<file path="config.mk">
export PLATFORM = sky130hd
export DESIGN_NAME = kmp_ram
export DESIGN_NICKNAME = d
export VERILOG_FILES = /design/src/kmp_ram.sv
export SDC_FILE = /design/constraint.sdc
export NUM_CORES = 2
export LEC_CHECK = 0
export BUFFER_PORTS_ARGS = -buffer_cell sky130_fd_sc_hd__buf_2
export CAP_MARGIN = 20
export CORE_MARGIN = 5
export CORE_UTILIZATION = 65
export CTS_CLUSTER_SIZE = 8
export DETAILED_ROUTE_END_ITERATION = 10
export PLACE_DENSITY = 0.81
export SKIP_LAST_GASP = 1
export SYNTH_ARGS = -nofsm -noshare
export SYNTH_HDL_FRONTEND = slang
export SYNTH_SLANG_ARGS = --single-unit
</file>
<file path="constraint.sdc">
create_clock -name aclk -period 3.68 [get_ports aclk]
set_input_delay 0.184 -clock aclk [delete_from_list [all_inputs] [get_ports aclk]]
set_output_delay 0.184 -clock aclk [all_outputs]
set_load 0.005 [all_outputs]
</file>
<file path="src/kmp_ram.sv">
// simple dual-port synchronous ram, one write and one registered read port
// generic; no package dependencies
`default_nettype none

module kmp_ram #(
    parameter int WIDTH = 8,
    parameter int DEPTH = 256,
    localparam int AW = $clog2(DEPTH)
) (
    input  wire logic             aclk,
    input  wire logic             we,
    input  wire logic [AW-1:0]    waddr,
    input  wire logic [WIDTH-1:0] wdata,
    input  wire logic [AW-1:0]    raddr,
    output logic      [WIDTH-1:0] rdata
);

    logic [WIDTH-1:0] mem [DEPTH];

    always_ff @(posedge aclk) begin
        if (we) begin
            mem[waddr] <= wdata;
        end
        rdata <= mem[raddr];
    end

endmodule

`default_nettype wire

</file>
==> flow_metrics.py <==
metrics = {
    "die": {
        "pin_count": 34,
        "coreArea_sq_mm": 0.122,
        "die_y_microns": 360,
        "start_util_pct": 65.4,
        "die_area_sq_mm": 0.129,
        "rows": 128,
        "die_w_microns": 360,
    },
    "global_routing": {
        "overflow": 0,
        "antenna_found_initial": 8,
        "grt_max_degree": 147,
        "grt_pass1_wl_microns": 314000,
        "groute.usage.overall_pct": 33.7,
        "grt_pass1_vias": 44200,
    },
    "critical_path": {
        "max_stage_delay_ps": 970,
        "critical_path.max_fanout": 1,
        "required_ps": 4460,
        "crit_path_end_kind": "register",
        "critPathBufInv": 1,
        "crit_chain": "mux4_2 > mux4_2 > nor2b_1 > nor4_1 > buf_4 > nor4_2",
        "worst_path_most_repeated_cell": "mux4_2",
        "cp-start-kind": "register",
        "crit_type": "register to register",
        "worst_path_max_delay_cell": "nor4_1",
        "path_delay_family": "simple AND/OR/NAND/NOR gates",
        "cp_data_arrival_time_ps": 3830,
    },
    "yosys": {
        "ys_ff_latch": 2056,
        "seq_area_frac_synth_pct": 77.5,
        "synth_warnings": 0,
        "synth_ff_type": "edfxtp_1",
        "ys_types": 55,
        "syn_nets": 3759,
        "synth_edf_count": 2048,
        "synth_top_area_cell": "edfxtp_1",
        "synth_area_leaders": "edfxtp_1, mux4_2, mux2i_1, nor2_1, a22oi_1",
        "synth_top_area_share_pct": 77.3,
        "syn_avg_cell_area_sq_um": 21.3,
        "synth_cells": 3733,
        "async_flop_share_pct": 0,
        "netlist_area_sq_mm": 0.0796,
    },
    "cts": {
        "cts_tree": "yes",
        "cts_num_sinks": 2056,
        "clock-root-buffer": "clkbuf_16",
        "clock_latency_ps": 890,
        "clk_pin_slew_worst_paths_ps": 50,
        "clockBufferDepth": 4,
        "htree_levels": 5,
        "cts_made_buffers": 307,
        "post_cts_resized": 0,
    },
    "placement": {
        "placed_area_sq_mm": 0.0825,
        "numPortBuffers": 33,
        "dp_hpwl_microns": 117000,
        "placedCellCount": 5384,
        "place.gp.congestion": 0.867,
    },
    "routing": {
        "ant_nets": 0,
        "drt_wl_total_microns": 217000,
        "viasPerCell": 7.49,
        "vias": 43100,
        "post_drt_wl_per_cell_microns": 37.7,
        "wl_met3_microns": 32300,
        "drt_first_pass_iters": 8,
        "dr_wl_met2_microns": 103000,
        "drt_iter0_markers": 7352,
        "topRoutingLayerUsed": "met5",
        "drt_drc_violations_left": 0,
        "drt-met1-wl_microns": 69100,
    },
    "finish": {
        "area_growth_pct": 13.9,
        "layout-drive-gt1-share_pct": 25.4,
        "fin_nets": 4104,
        "fin_util_pct": 74.4,
        "finalInstanceArea_sq_mm": 0.0906,
        "layout.cells.non_filler": 5756,
    },
    "timing": {
        "fmax_mhz": 328,
        "fin_crit_ps": 3050,
        "grt_setup_unrepaired": "no",
        "worst_pin_slew_ps": 1270,
        "finClkSkew_ps": 45.7,
        "setup-tns-final_ps": 0,
        "period_share_pct": 82.9,
        "relSlewSlack_pct": 15.1,
        "finalHoldViolCount": 0,
        "drv_slew": 0,
        "finalSetupViolCount": 0,
    },
    "pwr": {
        "cellLeakagePower_nw": 28.6,
        "vdd_drop_max_uv": 496,
        "power_density_mw_per_mm2": 582,
    },
    "outcome": {
        "status": "complete, no violations",
    },
    "hold_path": {
        "worst_hold_path_type": "primary input to register",
    },
    "flow_run": {
        "max-cap-violations": 0,
    },
}
[through the flow]
stage	total power, mW	hold slack [ps]	worst slack, ps
CTS	52.7	0.555	698
floorplan	27.6	283	1560
global route	53.9	49.0	641
finish	52.7	12.3	628
detailed placement	28.7	648	90.6
global placement	28.6	654	5.63
[cell type report]
class                   instances  area, sq um
repair buffers                269         2390
fillers                      6030        31100
clock buffers                 347         7920
multi-input cells            1442        16500
inverters                       2         7.51
well taps                    1625         2030
clock inverters                 8         65.1
flip-flops and latches       2056        61700
diodes                          7         17.5
[report_power, final]
group | internal (mW) | leakage (nW) | switching [mW] | total [mW]
Sequential | 25.9 | 18.5 | 0.0564 | 25.9
Combinational | 0.841 | 6.25 | 1.62 | 2.46
Clock | 14.9 | 3.90 | 9.44 | 24.3
[layer usage]
| layer | GRT usage, % | vias to the layer above |
|---|---|---|
| met5 | 0 | - |
| met4 | 15.7 | 4 |
| met3 | 10.9 | 819 |
| met2 | 52.4 | 4300 |
| met1 | 44.3 | 21700 |
| li1 | - | 16300 |
[what timing repair did]
action,4_1_cts,5_1_grt
buffers inserted,0,0
endpoints found under the hold margin,259,0
hold buffers,10,0
[kinds of logic after synthesis]
kind of cell           Yosys count  share of synthesized area, %
DFF                           2056                          77.5
muxes                          591                          14.6
and+or+nand+nor                466                          2.63
AOI/OAI and AO/OA              385                          3.42
buffers and inverters          235                          1.83
[state kept, by name, summed over array words and instances (netlist names)]
register and cells:
rdata 8, mem 2048
[synthesized netlist by cell type (5+ instances only)]
library cell,instances
mux4_2,454
a211oi_1,16
edfxtp_1,2048
nand2b_1,8
o22a_1,5
nor3_1,22
buf_12,8
o22ai_1,28
nor2b_1,31
buf_8,13
o221ai_1,46
and2_1,6
o211ai_1,10
nand4_1,10
o21ai_0,10
dfxtp_1,8
a221oi_1,13
a22o_1,8
a21oi_1,96
clkbuf_1,111
a22oi_1,133
nand2_1,33
nand3_1,34
buf_2,31
nor4_1,24
buf_4,27
nor2_1,282
buf_1,22
buf_6,21
mux2i_1,134
[cells in the final DEF, fill, tap and decap left out, drive strengths merged, types with 5 or more instances in the layout]
master,instances
a221oi,14
dlygate4sd3,10
clkinv,7
nand4,10
diode,7
a211oi,16
and2,6
mux2i,134
a21oi,96
o21ai,12
nand2,33
nand3,34
o221ai,47
a22o,8
o22a,5
nor2,282
clkbuf,355
a2111oi,5
a22oi,133
o32ai,5
edfxtp,2048
nor3,22
nor2b,31
o22ai,28
dfxtp,8
mux4,456
buf,251
nand2b,8
nor4,27
o211ai,10
[worst paths after layout]
kind / start / endpoint / slack (ps) / depth (start not counted)
worst max-delay path: mem[87][0]$_DFFE_PP_ / rdata[0]$_DFF_P_ / 630 / 6
worst min-delay path: wdata[5] / mem[226][5]$_DFFE_PP_ / 10 / 1
worst max register to register: mem[87][0]$_DFFE_PP_ / rdata[0]$_DFF_P_ / 630 / 6
worst min register to register: mem[40][3]$_DFFE_PP_ / rdata[3]$_DFF_P_ / 1140 / 7
(Power assumes the default switching activity.)
