[src/kmp_pkg.sv]
// shared constants and types for the kmp prefix string matcher
// used by kmp_ctrl and kmp_prefix_string_matcher_core; no dependencies
`default_nettype none

package kmp_pkg;

    localparam int MAX_PATTERN   = 256;
    localparam int ADDR_W        = $clog2(MAX_PATTERN);
    localparam int CNT_W         = $clog2(MAX_PATTERN + 1);
    localparam int POSITION_BITS = 32;
    localparam int SYM_W         = 8;
    localparam int START_W       = 32;

    localparam logic FUNC_PATTERN = 1'b0;
    localparam logic FUNC_TEXT    = 1'b1;

    // one memory port pair: a write and a read address
    typedef struct packed {
        logic              we;
        logic [ADDR_W-1:0] waddr;
        logic [ADDR_W-1:0] raddr;
    } mem_req_t;

    typedef struct packed {
        logic               match;
        logic [START_W-1:0] start;
    } result_t;

endpackage

`default_nettype wire

[src/kmp_ctrl.sv]
// sequencer for pattern loading and text search; drives the pattern and table rams
// depends on kmp_pkg
`default_nettype none

module kmp_ctrl
    import kmp_pkg::*;
(
    input  wire logic              aclk,
    input  wire logic              aresetn,
    input  wire logic              in_valid,
    output logic                   in_ready,
    input  wire logic              in_func,
    input  wire logic [SYM_W-1:0]  in_symbol,
    input  wire logic              in_last,
    output mem_req_t               store_req,
    output logic      [SYM_W-1:0]  store_wdata,
    input  wire logic [SYM_W-1:0]  store_q,
    output mem_req_t               table_req,
    output logic      [ADDR_W-1:0] table_wdata,
    input  wire logic [ADDR_W-1:0] table_q,
    output logic                   res_valid,
    input  wire logic              res_ready,
    output result_t                res
);

    localparam logic [2:0] S_IDLE   = 3'd0;
    localparam logic [2:0] S_PFETCH = 3'd1;
    localparam logic [2:0] S_WALK   = 3'd2;
    localparam logic [2:0] S_FBACK  = 3'd3;
    localparam logic [2:0] S_EMIT   = 3'd4;

    logic [2:0]               state_reg, state_next;
    logic [CNT_W-1:0]         count_reg, count_next;
    logic [CNT_W-1:0]         mlen_reg, mlen_next;
    logic [POSITION_BITS-1:0] pos_reg, pos_next;
    logic                     reload_reg, reload_next;
    logic                     hit_reg, hit_next;
    logic [CNT_W-1:0]         j_reg, j_next;
    logic [CNT_W-1:0]         k_reg, k_next;
    logic                     func_reg, func_next;
    logic [SYM_W-1:0]         sym_reg, sym_next;
    logic                     last_reg, last_next;
    logic [START_W-1:0]       start_reg, start_next;

    logic [CNT_W-1:0] k_eff;
    logic [CNT_W-1:0] j_start;
    logic [CNT_W-1:0] jn;
    logic             sym_eq;

    assign k_eff   = reload_reg ? '0 : count_reg;
    assign j_start = (mlen_reg >= count_reg) ? '0 : mlen_reg;
    assign sym_eq  = (sym_reg == store_q);
    assign jn      = sym_eq ? CNT_W'(j_reg + 1'b1) : '0;

    assign in_ready    = (state_reg == S_IDLE);
    assign res_valid   = (state_reg == S_EMIT);
    assign res.match   = hit_reg;
    assign res.start   = hit_reg ? start_reg : '0;
    // pattern bytes are written in the accepting cycle
    assign store_wdata = in_symbol;

    always_comb begin
        state_next  = state_reg;
        count_next  = count_reg;
        mlen_next   = mlen_reg;
        pos_next    = pos_reg;
        reload_next = reload_reg;
        hit_next    = hit_reg;
        j_next      = j_reg;
        k_next      = k_reg;
        func_next   = func_reg;
        sym_next    = sym_reg;
        last_next   = last_reg;
        start_next  = start_reg;
        store_req   = '0;
        table_req   = '0;
        table_wdata = '0;
        case (state_reg)
            S_IDLE: begin
                if (in_valid) begin
                    func_next = in_func;
                    sym_next  = in_symbol;
                    last_next = in_last;
                    hit_next  = 1'b0;
                    if (in_func == FUNC_PATTERN) begin
                        reload_next = 1'b0;
                        mlen_next   = '0;
                        pos_next    = '0;
                        count_next  = k_eff;
                        k_next      = k_eff;
                        if (k_eff >= CNT_W'(MAX_PATTERN)) begin
                            state_next = S_EMIT;
                        end else if (k_eff == '0) begin
                            // first byte: its table entry is zero
                            store_req.we    = 1'b1;
                            store_req.waddr = '0;
                            table_req.we    = 1'b1;
                            table_req.waddr = '0;
                            count_next      = CNT_W'(1);
                            state_next      = S_EMIT;
                        end else begin
                            store_req.we    = 1'b1;
                            store_req.waddr = k_eff[ADDR_W-1:0];
                            table_req.raddr = ADDR_W'(k_eff - 1'b1);
                            state_next      = S_PFETCH;
                        end
                    end else begin
                        reload_next = 1'b1;
                        start_next  = START_W'(pos_reg
                                      - POSITION_BITS'(CNT_W'(count_reg - 1'b1)));
                        if (in_last) begin
                            pos_next = '0;
                        end else if (pos_reg != {POSITION_BITS{1'b1}}) begin
                            pos_next = pos_reg + 1'b1;
                        end
                        if (count_reg == '0) begin
                            if (in_last) begin
                                mlen_next = '0;
                            end
                            state_next = S_EMIT;
                        end else begin
                            j_next          = j_start;
                            store_req.raddr = j_start[ADDR_W-1:0];
                            table_req.raddr = ADDR_W'(j_start - 1'b1);
                            state_next      = S_WALK;
                        end
                    end
                end
            end
            S_PFETCH: begin
                // walk for the new entry starts at the previous table value
                j_next          = CNT_W'(table_q);
                store_req.raddr = table_q;
                table_req.raddr = ADDR_W'(table_q - 1'b1);
                state_next      = S_WALK;
            end
            S_WALK: begin
                if (!sym_eq && j_reg != '0) begin
                    // fall back and read the shorter prefix next cycle
                    j_next          = CNT_W'(table_q);
                    store_req.raddr = table_q;
                    table_req.raddr = ADDR_W'(table_q - 1'b1);
                end else if (func_reg == FUNC_PATTERN) begin
                    table_req.we    = 1'b1;
                    table_req.waddr = k_reg[ADDR_W-1:0];
                    table_wdata     = jn[ADDR_W-1:0];
                    count_next      = CNT_W'(k_reg + 1'b1);
                    state_next      = S_EMIT;
                end else if (jn == count_reg) begin
                    table_req.raddr = ADDR_W'(count_reg - 1'b1);
                    state_next      = S_FBACK;
                end else begin
                    mlen_next  = last_reg ? '0 : jn;
                    state_next = S_EMIT;
                end
            end
            S_FBACK: begin
                hit_next   = 1'b1;
                mlen_next  = last_reg ? '0 : CNT_W'(table_q);
                state_next = S_EMIT;
            end
            S_EMIT: begin
                if (res_ready) begin
                    state_next = S_IDLE;
                end
            end
            default: begin
                state_next = S_IDLE;
            end
        endcase
    end

    always_ff @(posedge aclk) begin
        if (!aresetn) begin
            state_reg  <= S_IDLE;
            count_reg  <= '0;
            mlen_reg   <= '0;
            pos_reg    <= '0;
            reload_reg <= 1'b0;
            hit_reg    <= 1'b0;
        end else begin
            state_reg  <= state_next;
            count_reg  <= count_next;
            mlen_reg   <= mlen_next;
            pos_reg    <= pos_next;
            reload_reg <= reload_next;
            hit_reg    <= hit_next;
        end
    end

    always_ff @(posedge aclk) begin
        j_reg     <= j_next;
        k_reg     <= k_next;
        func_reg  <= func_next;
        sym_reg   <= sym_next;
        last_reg  <= last_next;
        start_reg <= start_next;
    end

`ifndef SYNTHESIS
    a_walk_below_count: assert property (@(posedge aclk) disable iff (!aresetn)
        (state_reg == S_WALK) |-> (j_reg < count_reg))
        else $error("walk length reached pattern length");

    a_count_bounded: assert property (@(posedge aclk) disable iff (!aresetn)
        count_reg <= CNT_W'(MAX_PATTERN))
        else $error("pattern count above capacity");

    a_fback_text_only: assert property (@(posedge aclk) disable iff (!aresetn)
        (state_reg == S_FBACK) |-> (func_reg == FUNC_TEXT))
        else $error("match fallback on a pattern word");

    a_pattern_clears: assert property (@(posedge aclk) disable iff (!aresetn)
        (in_valid && in_ready && in_func == FUNC_PATTERN)
        |=> (mlen_reg == '0 && pos_reg == '0))
        else $error("pattern word left search state");

    a_hit_only_text: assert property (@(posedge aclk) disable iff (!aresetn)
        (res_valid && res.match) |-> (func_reg == FUNC_TEXT && count_reg != '0))
        else $error("match reported without a pattern");
`endif

endmodule

`default_nettype wire

[config.mk]
export PLATFORM = sky130hd
export DESIGN_NAME = kmp_ctrl
export DESIGN_NICKNAME = d
export VERILOG_FILES = /design/src/kmp_pkg.sv /design/src/kmp_ctrl.sv
export SDC_FILE = /design/constraint.sdc
export NUM_CORES = 1
export LEC_CHECK = 0
export BUFFER_PORTS_ARGS = -buffer_cell sky130_fd_sc_hd__buf_2
export CORE_MARGIN = 8
export CORE_UTILIZATION = 40
export DETAILED_ROUTE_END_ITERATION = 8
export PLACE_DENSITY = 0.67
export SYNTH_ARGS = -nofsm -noshare
export SYNTH_HDL_FRONTEND = slang
export SYNTH_SLANG_ARGS = --single-unit
export TNS_END_PERCENT = 10
[constraint.sdc]
create_clock -name aclk -period 4.7 [get_ports aclk]
set_input_delay 0.94 -clock aclk [delete_from_list [all_inputs] [get_ports aclk]]
set_output_delay 0.94 -clock aclk [all_outputs]
set_load 0.02 [all_outputs]
==> flow_summary.json, run 1 <==
{
  "placed_cells": 1194,
  "antenna_found_initial": 0,
  "via_count": 6781,
  "ys_types": 70,
  "min_period_ns": 4.50,
  "rsz0062_at_grt": "false",
  "r2r_start": "count_reg[0]$_SDFFE_PN0P_",
  "hold_viol_final": 0,
  "initial_core_util": 0.408,
  "clock-root-buffer": "clkbuf_16",
  "power_switching_mw": 1.06,
  "grt_pass1_wl_mm": 34.1,
  "grt_max_degree": 36,
  "syn_area_per_cell_sq_um": 8.63,
  "tns_ns": 0,
  "internal_power_mw": 2.07,
  "r2r_cells": 14,
  "cts_tree": "yes",
  "clkPwrFrac": 0.393,
  "finClkSkew_ns": 0.0107,
  "critical_path_arrival_ns": 3.56,
  "postPlaceCellArea_sq_um": 8360,
  "cts_buffer_depth": 2,
  "fin_ws_ns": 0.199,
  "r2r_slack_ns": 0.59,
  "clk_pin_slew_worst_paths_ns": 0.06,
  "min_path_type": "flop to flop",
  "async_reset_ff_frac": 0,
  "grt_overflow": 0,
  "cts-htree-levels": 4,
  "synthCells": 885,
  "clock.fmax_mhz": 222,
  "synth_area_leaders": "edfxtp_1, dfxtp_1, xnor2_1",
  "worstSetupStartpointType": "flop",
  "hp-start": "mlen_reg[8]$_SDFFE_PN0P_",
  "drt_first_iter_violations": 547,
  "p_leak_nw": 3.58,
  "ant_nets": 0,
  "die_w_um": 154,
  "hold_ws_ns": 0.517,
  "io_buffers": 114,
  "grt_util_all_layers": 0.180,
  "synth-edff-count": 60,
  "final_cell_area_sq_um": 8930,
  "yosys.area_share.simple": 0.256,
  "syn_nets": 943,
  "pre_cts_ws_ns": 0.314,
  "holdPathStages": 2,
  "wl_per_cell_um": 17.4,
  "pwr-share-seq": 0.380,
  "synth_seq_cells": 115,
  "routed_wl_mm": 21.3,
  "fin_nets": 1038,
  "cp.required_ns": 3.76,
  "min_to": "mlen_reg[8]$_SDFFE_PN0P_",
  "ys_warn_count": 0,
  "fillerInstances": 1749,
  "worstSetupEndpointType": "primary output",
  "post-route-period-util": 0.958,
  "synth-xor-area-share": 0.111,
  "drc_errors": 0,
  "dp_hpwl_mm": 16.4,
  "r2r_end": "start_reg[30]$_DFFE_PP_",
  "drtPass1Iterations": 6,
  "final_cells": 1227,
  "yosys.area.top_type": "edfxtp_1",
  "slew_violations": 0,
  "max-slew-margin-rel": 0.283,
  "synth-seq-area-share": 0.380,
  "status": "completed",
  "die_area_sq_um": 23800,
  "clkLatencyLatePin_ns": 0.42,
  "synth_compound_area_frac": 0.133,
  "synth_area_sq_um": 7640,
  "p_comb_frac": 0.227,
  "num_antenna_cells": 0,
  "ioPinCount": 115,
  "area_delta_synth_final_pct": 16.9,
  "drive_gt1_frac": 0.178,
  "cp_max_fo": 9,
  "synth_top_area_frac": 0.236,
  "switching_share": 0.337,
  "max-cap-violations": 0,
  "cts.sinks": 115,
  "finalSetupViolations": 0,
  "powerDensity_nw_per_um2": 350,
  "ir_drop_mv": 0.274,
  "grt_pass1_vias": 6437,
  "ys.flop_type": "edfxtp_1",
  "yosys.area_share.adder": 0.0468,
  "rows": 50,
  "vias_per_cell": 5.53,
  "crit_type": "flop to primary output",
  "synth_top_family_by_area": "simple AND/OR/NAND/NOR gates",
  "gp_congestion": 0.943,
  "cts_buffers": 17,
  "tightestPinTransition_ns": 1.07,
  "die_y_um": 154,
  "synthMuxAreaShare": 0.0185,
  "core_sq_um": 18700
}
[area by class of cell]
cell class              count  area, sq um  area share
repair buffers            130          691      0.0773
inverters                  43          161      0.0181
multi-input cells         673         4330       0.484
well taps                 234          293      0.0328
clock inverters            15          134      0.0150
clock buffers              17          425      0.0476
flip-flops and latches    115         2900       0.325
[power by group through the flow]
stage / logic (mW) / clock network, mW / registers [mW]
after global placement: 0.692 / 0 / 1.21
after floorplan: 0.490 / 0 / 1.18
after global routing: 0.770 / 1.29 / 1.20
after CTS: 0.697 / 1.25 / 1.19
after detailed placement: 0.691 / 0 / 1.21
final: 0.711 / 1.23 / 1.19
[through the flow]
step / power [mW] / util
after detailed placement: 1.90 / 0.447
after floorplan: 1.67 / -
after global placement: 1.90 / 0.447
after CTS: 3.13 / 0.477
after global routing: 3.26 / 0.478
final: 3.13 / 0.478
[worst max-delay path, stage by stage (launching register included)]
cell and delay [ns]:
edfxtp_1 0.54, inv_1 0.08, ha_1 0.36, o21bai_1 0.17, a2111oi_1 0.53, o2bb2ai_1 0.15
o21ai_1 0.13, a21oi_1 0.11, nor4_2 0.35, nand2_2 0.21, o21ai_0 0.27, buf_2 0.22
[cells in the mapped netlist, drive strengths merged, types with 16 or more instances]
cell type	n
xor2	29
nand4	16
nand2	88
o21ai	49
a21oi	45
edfxtp	60
clkbuf	38
dfxtp	55
buf	16
ha	27
and2	47
nor2	77
nand3	30
inv	43
or3	20
nor3	36
xnor2	65
[logic make-up (layout without fill, tap and decap cells)]
kind of cell,Yosys count,after routing
AO/OA/AOI/OAI,162,162
XOR/XNOR,95,95
adder cells (fa/ha/maj),28,28
buffers and inverters,97,205
flip-flops,115,115
multiplexers,14,14
AND/OR/NAND/NOR,374,374
[routing by layer]
metal,vias to the layer above,global-route usage,part of all wire
li1,3300,-,-
met1,3097,0.241,0.46
met2,344,0.275,0.44
met3,40,0.0401,0.083
met4,0,0.0770,0.023
met5,-,0,0
[how the worst max path moves through the flow]
| stage | startpoint | end | slack (ns) |
|---|---|---|---|
| floorplan | store_q[0] | table_req[5] | 0.48 |
| finish | j_reg[0]$_DFFE_PP_ | table_req[5] | 0.20 |
| detailed placement | store_q[6] | table_req[5] | 0.31 |
| CTS | j_reg[0]$_DFFE_PP_ | table_req[5] | 0.10 |
| global route | count_reg[4]$_SDFFE_PN0P_ | table_req[6] | 0.002 |
| global placement | store_q[6] | table_req[3] | 0.40 |
[cell usage in the layout, fill, tap and decap left out, types with 4 or more instances in the layout]
cell and n:
o21ai_0 46, nor2_1 77, a31oi_1 4, nor3_1 32
inv_1 43, buf_4 16, nor4_1 5, o21bai_1 7
inv_6 7, and2_1 46, clkbuf_16 17, a211o_1 6
xor2_1 29, nor2b_1 8, a22o_1 8, o22ai_1 8
and3_1 6, xnor2_1 65, a21oi_1 45, nand2b_1 13
nand4_1 16, a211oi_1 4, nand3_1 30, edfxtp_1 60
dfxtp_1 55, a21o_1 8, mux2i_1 13, nand2_1 87
buf_2 114, nor3b_1 4, or3_1 19, and4_1 6
ha_1 27
[what timing repair did]
item                                    in CTS  in global routing
hold buffers                                 0                  0
buffers inserted                             0                  1
resized for setup                            0                  2
endpoints found under the setup margin       0                  8
Note: power is estimated with default switching activity, not from simulation.
==> run 2, diff against run 1 <==
- SETUP_SLACK_MARGIN: not set -> 0.4
==> flow_summary.json, run 2 (same netlist as run 1, synthesis figures left out) <==
{
  "status": "completed",
  "ir_drop_mv": 0.274,
  "cts_buffer_depth": 2,
  "io_buffers": 114,
  "powerDensity_nw_per_um2": 349,
  "die_w_um": 154,
  "mostFrequentLayoutCell": "buf_2",
  "clkLatencyLatePin_ns": 0.42,
  "grt_pass1_vias": 6516,
  "min_period_ns": 4.24,
  "tns_ns": 0,
  "drtPass1Iterations": 5,
  "ant_nets": 0,
  "post-route-period-util": 0.903,
  "die_area_sq_um": 23800,
  "max-cap-violations": 0,
  "crit_family": "compound AO/OA/AOI/OAI gates",
  "gp_congestion": 0.943,
  "grt_overflow": 0,
  "rows": 50,
  "finClkSkew_ns": 0.0125,
  "r2r_slack_ns": 0.80,
  "r2r_end": "start_reg[30]$_DFFE_PP_",
  "clk_pin_slew_worst_paths_ns": 0.06,
  "cts.sinks": 115,
  "critical_path_arrival_ns": 3.30,
  "slew_violations": 0,
  "wl_per_cell_um": 17.6,
  "initial_core_util": 0.408,
  "postPlaceCellArea_sq_um": 8360,
  "fin_nets": 1045,
  "switching_share": 0.339,
  "grt_max_degree": 36,
  "die_y_um": 154,
  "pwr-share-seq": 0.376,
  "p_leak_nw": 3.63,
  "worstSetupEndpointType": "primary output",
  "hold_viol_final": 0,
  "core_sq_um": 18700,
  "critPathBufInv": 3,
  "drc_errors": 0,
  "grt_util_all_layers": 0.181,
  "postCtsHoldBufs": 0,
  "rsz0062_at_grt": "true",
  "cp_slowest_cell": "dfxtp_1",
  "via_count": 6839,
  "cp_max_fo": 5,
  "vias_per_cell": 5.54,
  "power_switching_mw": 1.07,
  "p_comb_frac": 0.235,
  "critical_path_cell_count": 13,
  "cp.required_ns": 3.76,
  "r2r_cells": 14,
  "tightestPinTransition_ns": 1.08,
  "internal_power_mw": 2.09,
  "final_cell_mix": "buf_2, nand2_1, nor2_1",
  "drt_first_iter_violations": 601,
  "grt_pass1_wl_mm": 34.4,
  "r2r_start": "count_reg[0]$_SDFFE_PN0P_",
  "min_path_type": "flop to flop",
  "crit_type": "flop to primary output",
  "fillerInstances": 1743,
  "antenna_found_initial": 0,
  "max-slew-margin-rel": 0.277,
  "ioPinCount": 115,
  "finalSetupViolations": 0,
  "worstSetupStartpoint": "count_reg[1]$_SDFFE_PN0P_",
  "cts_buffers": 17,
  "dp_hpwl_mm": 16.4,
  "cpPeakStageDelay_ns": 0.42,
  "cts-htree-levels": 4,
  "drive_gt1_frac": 0.199,
  "worstPathCellList": "inv_1, ha_1, a21o_1, a21oi_1, o211ai_1, o31ai_1, buf_4, nand2_2, ha_4, o2111a_1, nor3_2, o21ai_0, buf_2",
  "area_delta_synth_final_pct": 18.5,
  "num_antenna_cells": 0,
  "routed_wl_mm": 21.7,
  "cts_tree": "yes",
  "clkPwrFrac": 0.389,
  "clock.fmax_mhz": 236,
  "final_cell_area_sq_um": 9050,
  "endpoint": "table_req[6]",
  "worstSetupStartpointType": "flop",
  "clock-root-buffer": "clkbuf_16"
}
run 2: cell type report:
| cell class | instances | area, sq um | share of cell area |
|---|---|---|---|
| clock buffer | 17 | 425 | 0.0470 |
| multi-input combinational | 673 | 4390 | 0.485 |
| sequential | 115 | 2910 | 0.321 |
| inverter | 43 | 161 | 0.0178 |
| timing repair buffer | 137 | 743 | 0.0821 |
| clock inverter | 15 | 134 | 0.0148 |
| tap | 234 | 293 | 0.0323 |
run 2: metrics by stage:
step                      hold slack [ns]  worst slack, ns  cells  utilization  power, mW
final                               0.506            0.457   1234        0.484       3.16
after global routing                0.532            0.318   1234        0.484       3.28
after floorplan                     0.451            0.480    885            -       1.67
after CTS                           0.496            0.373   1230        0.479       3.14
after global placement              0.489            0.405   1194        0.447       1.90
after detailed placement            0.493            0.314   1194        0.447       1.90
run 2: layer usage:
metal	GRT usage	vias up	part of all wire
met5	0	-	0
met4	0.0747	0	0.022
met3	0.0449	45	0.084
met2	0.275	315	0.44
met1	0.242	3166	0.45
li1	-	3313	-
run 2: worst min-delay path: stages (launching register included):
cell and delay (ns):
dfxtp_1 0.33, nand2_1 0.06, mux2i_1 0.06
run 2: repair_timing:
item	in CTS	in global routing
setup endpoints to repair	8	14
buffers inserted	4	4
resized for setup	3	17
pin swaps	0	4
run 2: worst min-delay path by stage:
stage | startpoint | to | slack, ns | depth (start not counted)
5_1_grt | mlen_reg[8]$_SDFFE_PN0P_ | mlen_reg[8]$_SDFFE_PN0P_ | 0.53 | 2
3_5_place_dp | mlen_reg[8]$_SDFFE_PN0P_ | mlen_reg[8]$_SDFFE_PN0P_ | 0.49 | 2
4_1_cts | mlen_reg[8]$_SDFFE_PN0P_ | mlen_reg[8]$_SDFFE_PN0P_ | 0.50 | 2
3_3_place_gp | mlen_reg[8]$_SDFFE_PN0P_ | mlen_reg[8]$_SDFFE_PN0P_ | 0.49 | 2
6_report | mlen_reg[8]$_SDFFE_PN0P_ | mlen_reg[8]$_SDFFE_PN0P_ | 0.51 | 2
2_1_floorplan | mlen_reg[8]$_SDFFE_PN0P_ | mlen_reg[8]$_SDFFE_PN0P_ | 0.45 | 2
run 2: power by group through the flow:
stage	Combinational (mW)	Clock, mW	Sequential (mW)
floorplan	0.490	0	1.18
global placement	0.692	0	1.21
detailed placement	0.691	0	1.21
CTS	0.711	1.25	1.19
global route	0.799	1.29	1.20
finish	0.741	1.23	1.19
==> run 3, diff against run 2 <==
- CORE_MARGIN: 8 -> 2
==> flow_summary.json, run 3 (same netlist as run 1, synthesis figures left out) <==
{
  "status": "completed",
  "dp_hpwl_mm": 15.4,
  "cp.required_ns": 3.76,
  "core_sq_um": 18700,
  "tns_ns": 0,
  "r2r_cells": 12,
  "clkLatencyLatePin_ns": 0.42,
  "finClkSkew_ns": 0.00797,
  "tightestPinTransition_ns": 1.15,
  "power_switching_mw": 1.04,
  "wl_per_cell_um": 16.7,
  "cts_tree": "yes",
  "rows": 50,
  "vias_per_cell": 5.41,
  "grt_overflow": 0,
  "worstSetupEndpointType": "primary output",
  "mostFrequentLayoutCell": "buf_2",
  "min_to": "mlen_reg[8]$_SDFFE_PN0P_",
  "r2r_start": "count_reg[2]$_SDFFE_PN0P_",
  "ant_nets": 0,
  "fin_nets": 1043,
  "worstSetupStartpoint": "store_q[3]",
  "internal_power_mw": 2.18,
  "finalSetupViolations": 0,
  "max-slew-margin-rel": 0.235,
  "clkPwrFrac": 0.403,
  "clock.fmax_mhz": 237,
  "fillerInstances": 1767,
  "final_cell_mix": "buf_2, nand2_1, nor2_1",
  "max-cap-violations": 0,
  "min_path_type": "flop to flop",
  "via_count": 6668,
  "holdPathStages": 2,
  "drive_gt1_frac": 0.191,
  "initial_core_util": 0.408,
  "min_period_ns": 4.22,
  "p_leak_nw": 3.62,
  "clk_pin_slew_worst_paths_ns": 0.06,
  "area_delta_synth_final_pct": 18.1,
  "hold_viol_final": 0,
  "cts_buffer_depth": 2,
  "slew_violations": 0,
  "r2r_slack_ns": 0.74,
  "die_w_um": 142,
  "cts_buffers": 17,
  "grt_util_all_layers": 0.203,
  "num_antenna_cells": 0,
  "p_comb_frac": 0.227,
  "antenna_found_initial": 0,
  "clock-root-buffer": "clkbuf_16",
  "ir_drop_mv": 0.278,
  "die_area_sq_um": 20200,
  "crit_type": "primary input to primary output",
  "powerDensity_nw_per_um2": 357,
  "pwr-share-seq": 0.371,
  "r2r_end": "start_reg[30]$_DFFE_PP_",
  "routed_wl_mm": 20.6,
  "cts-htree-levels": 4,
  "drc_errors": 0,
  "critical_path_arrival_ns": 3.28,
  "finalCoreUtilization": 0.483,
  "cts.sinks": 115,
  "grt_max_degree": 36,
  "drtPass1Iterations": 5,
  "gp_congestion": 1.01,
  "grt_pass1_vias": 5869,
  "io_buffers": 114,
  "grt_pass1_wl_mm": 31.6,
  "die_y_um": 142,
  "worstSetupStartpointType": "primary input",
  "rsz0062_at_grt": "true",
  "post-route-period-util": 0.897,
  "hp-start": "mlen_reg[8]$_SDFFE_PN0P_",
  "cp_max_fo": 8,
  "switching_share": 0.322,
  "drt_first_iter_violations": 663,
  "ioPinCount": 115
}
[run 3: worst max path at each step]
stage	depth (start not counted)	to	slack [ns]
after CTS	13	table_req[6]	0.35
final	10	table_req[5]	0.48
after global routing	10	table_req[3]	0.39
after global placement	10	table_req[3]	0.46
after detailed placement	10	table_req[5]	0.35
after floorplan	9	table_req[5]	0.48
[run 3: metal layers]
layer | wire, um | GRT usage
met5 | 0 | 0
met4 | 775 | 0.0968
met3 | 1770 | 0.0427
met2 | 8680 | 0.297
met1 | 9370 | 0.286
[run 3: repair_timing]
item,in CTS,in global routing
endpoints found under the setup margin,8,8
pin swaps,0,4
setup buffers,2,6
hold buffers,0,0
resized for setup,3,17
[run 3: cell type report]
type	instances	area, sq um	area share
flip-flops and latches	115	2910	0.323
inverters	43	161	0.0179
multi-input cells	673	4350	0.482
clock inverters	13	149	0.0165
well taps	234	293	0.0324
repair buffers	135	728	0.0807
clock buffers	19	433	0.0480
[run 3: metrics by stage]
step	power (mW)	setup WS [ns]	cells	cell area [sq um]	hold WS [ns]
finish	3.22	0.484	1232	9030	0.493
global route	3.34	0.390	1232	9030	0.507
global placement	1.89	0.457	1192	8350	0.464
CTS	3.19	0.349	1226	8950	0.488
detailed placement	1.89	0.351	1192	8350	0.480
floorplan	1.67	0.480	885	7640	0.451
[run 3: power by group through the flow]
stage | logic (mW) | registers (mW) | clock network (mW)
after floorplan | 0.490 | 1.18 | 0
after global placement | 0.679 | 1.21 | 0
after detailed placement | 0.676 | 1.21 | 0
after CTS | 0.688 | 1.19 | 1.31
after global routing | 0.787 | 1.20 | 1.35
final | 0.730 | 1.19 | 1.30
[run 3: worst max-delay path, stage by stage]
cell and delay, ns:
buf_2 0.10, xnor2_1 0.16, nand4_1 0.21, or2_1 0.30, o41a_1 0.42, o32a_1 0.24
nor4_4 0.37, nand2_4 0.16, o21ai_1 0.19, buf_2 0.19
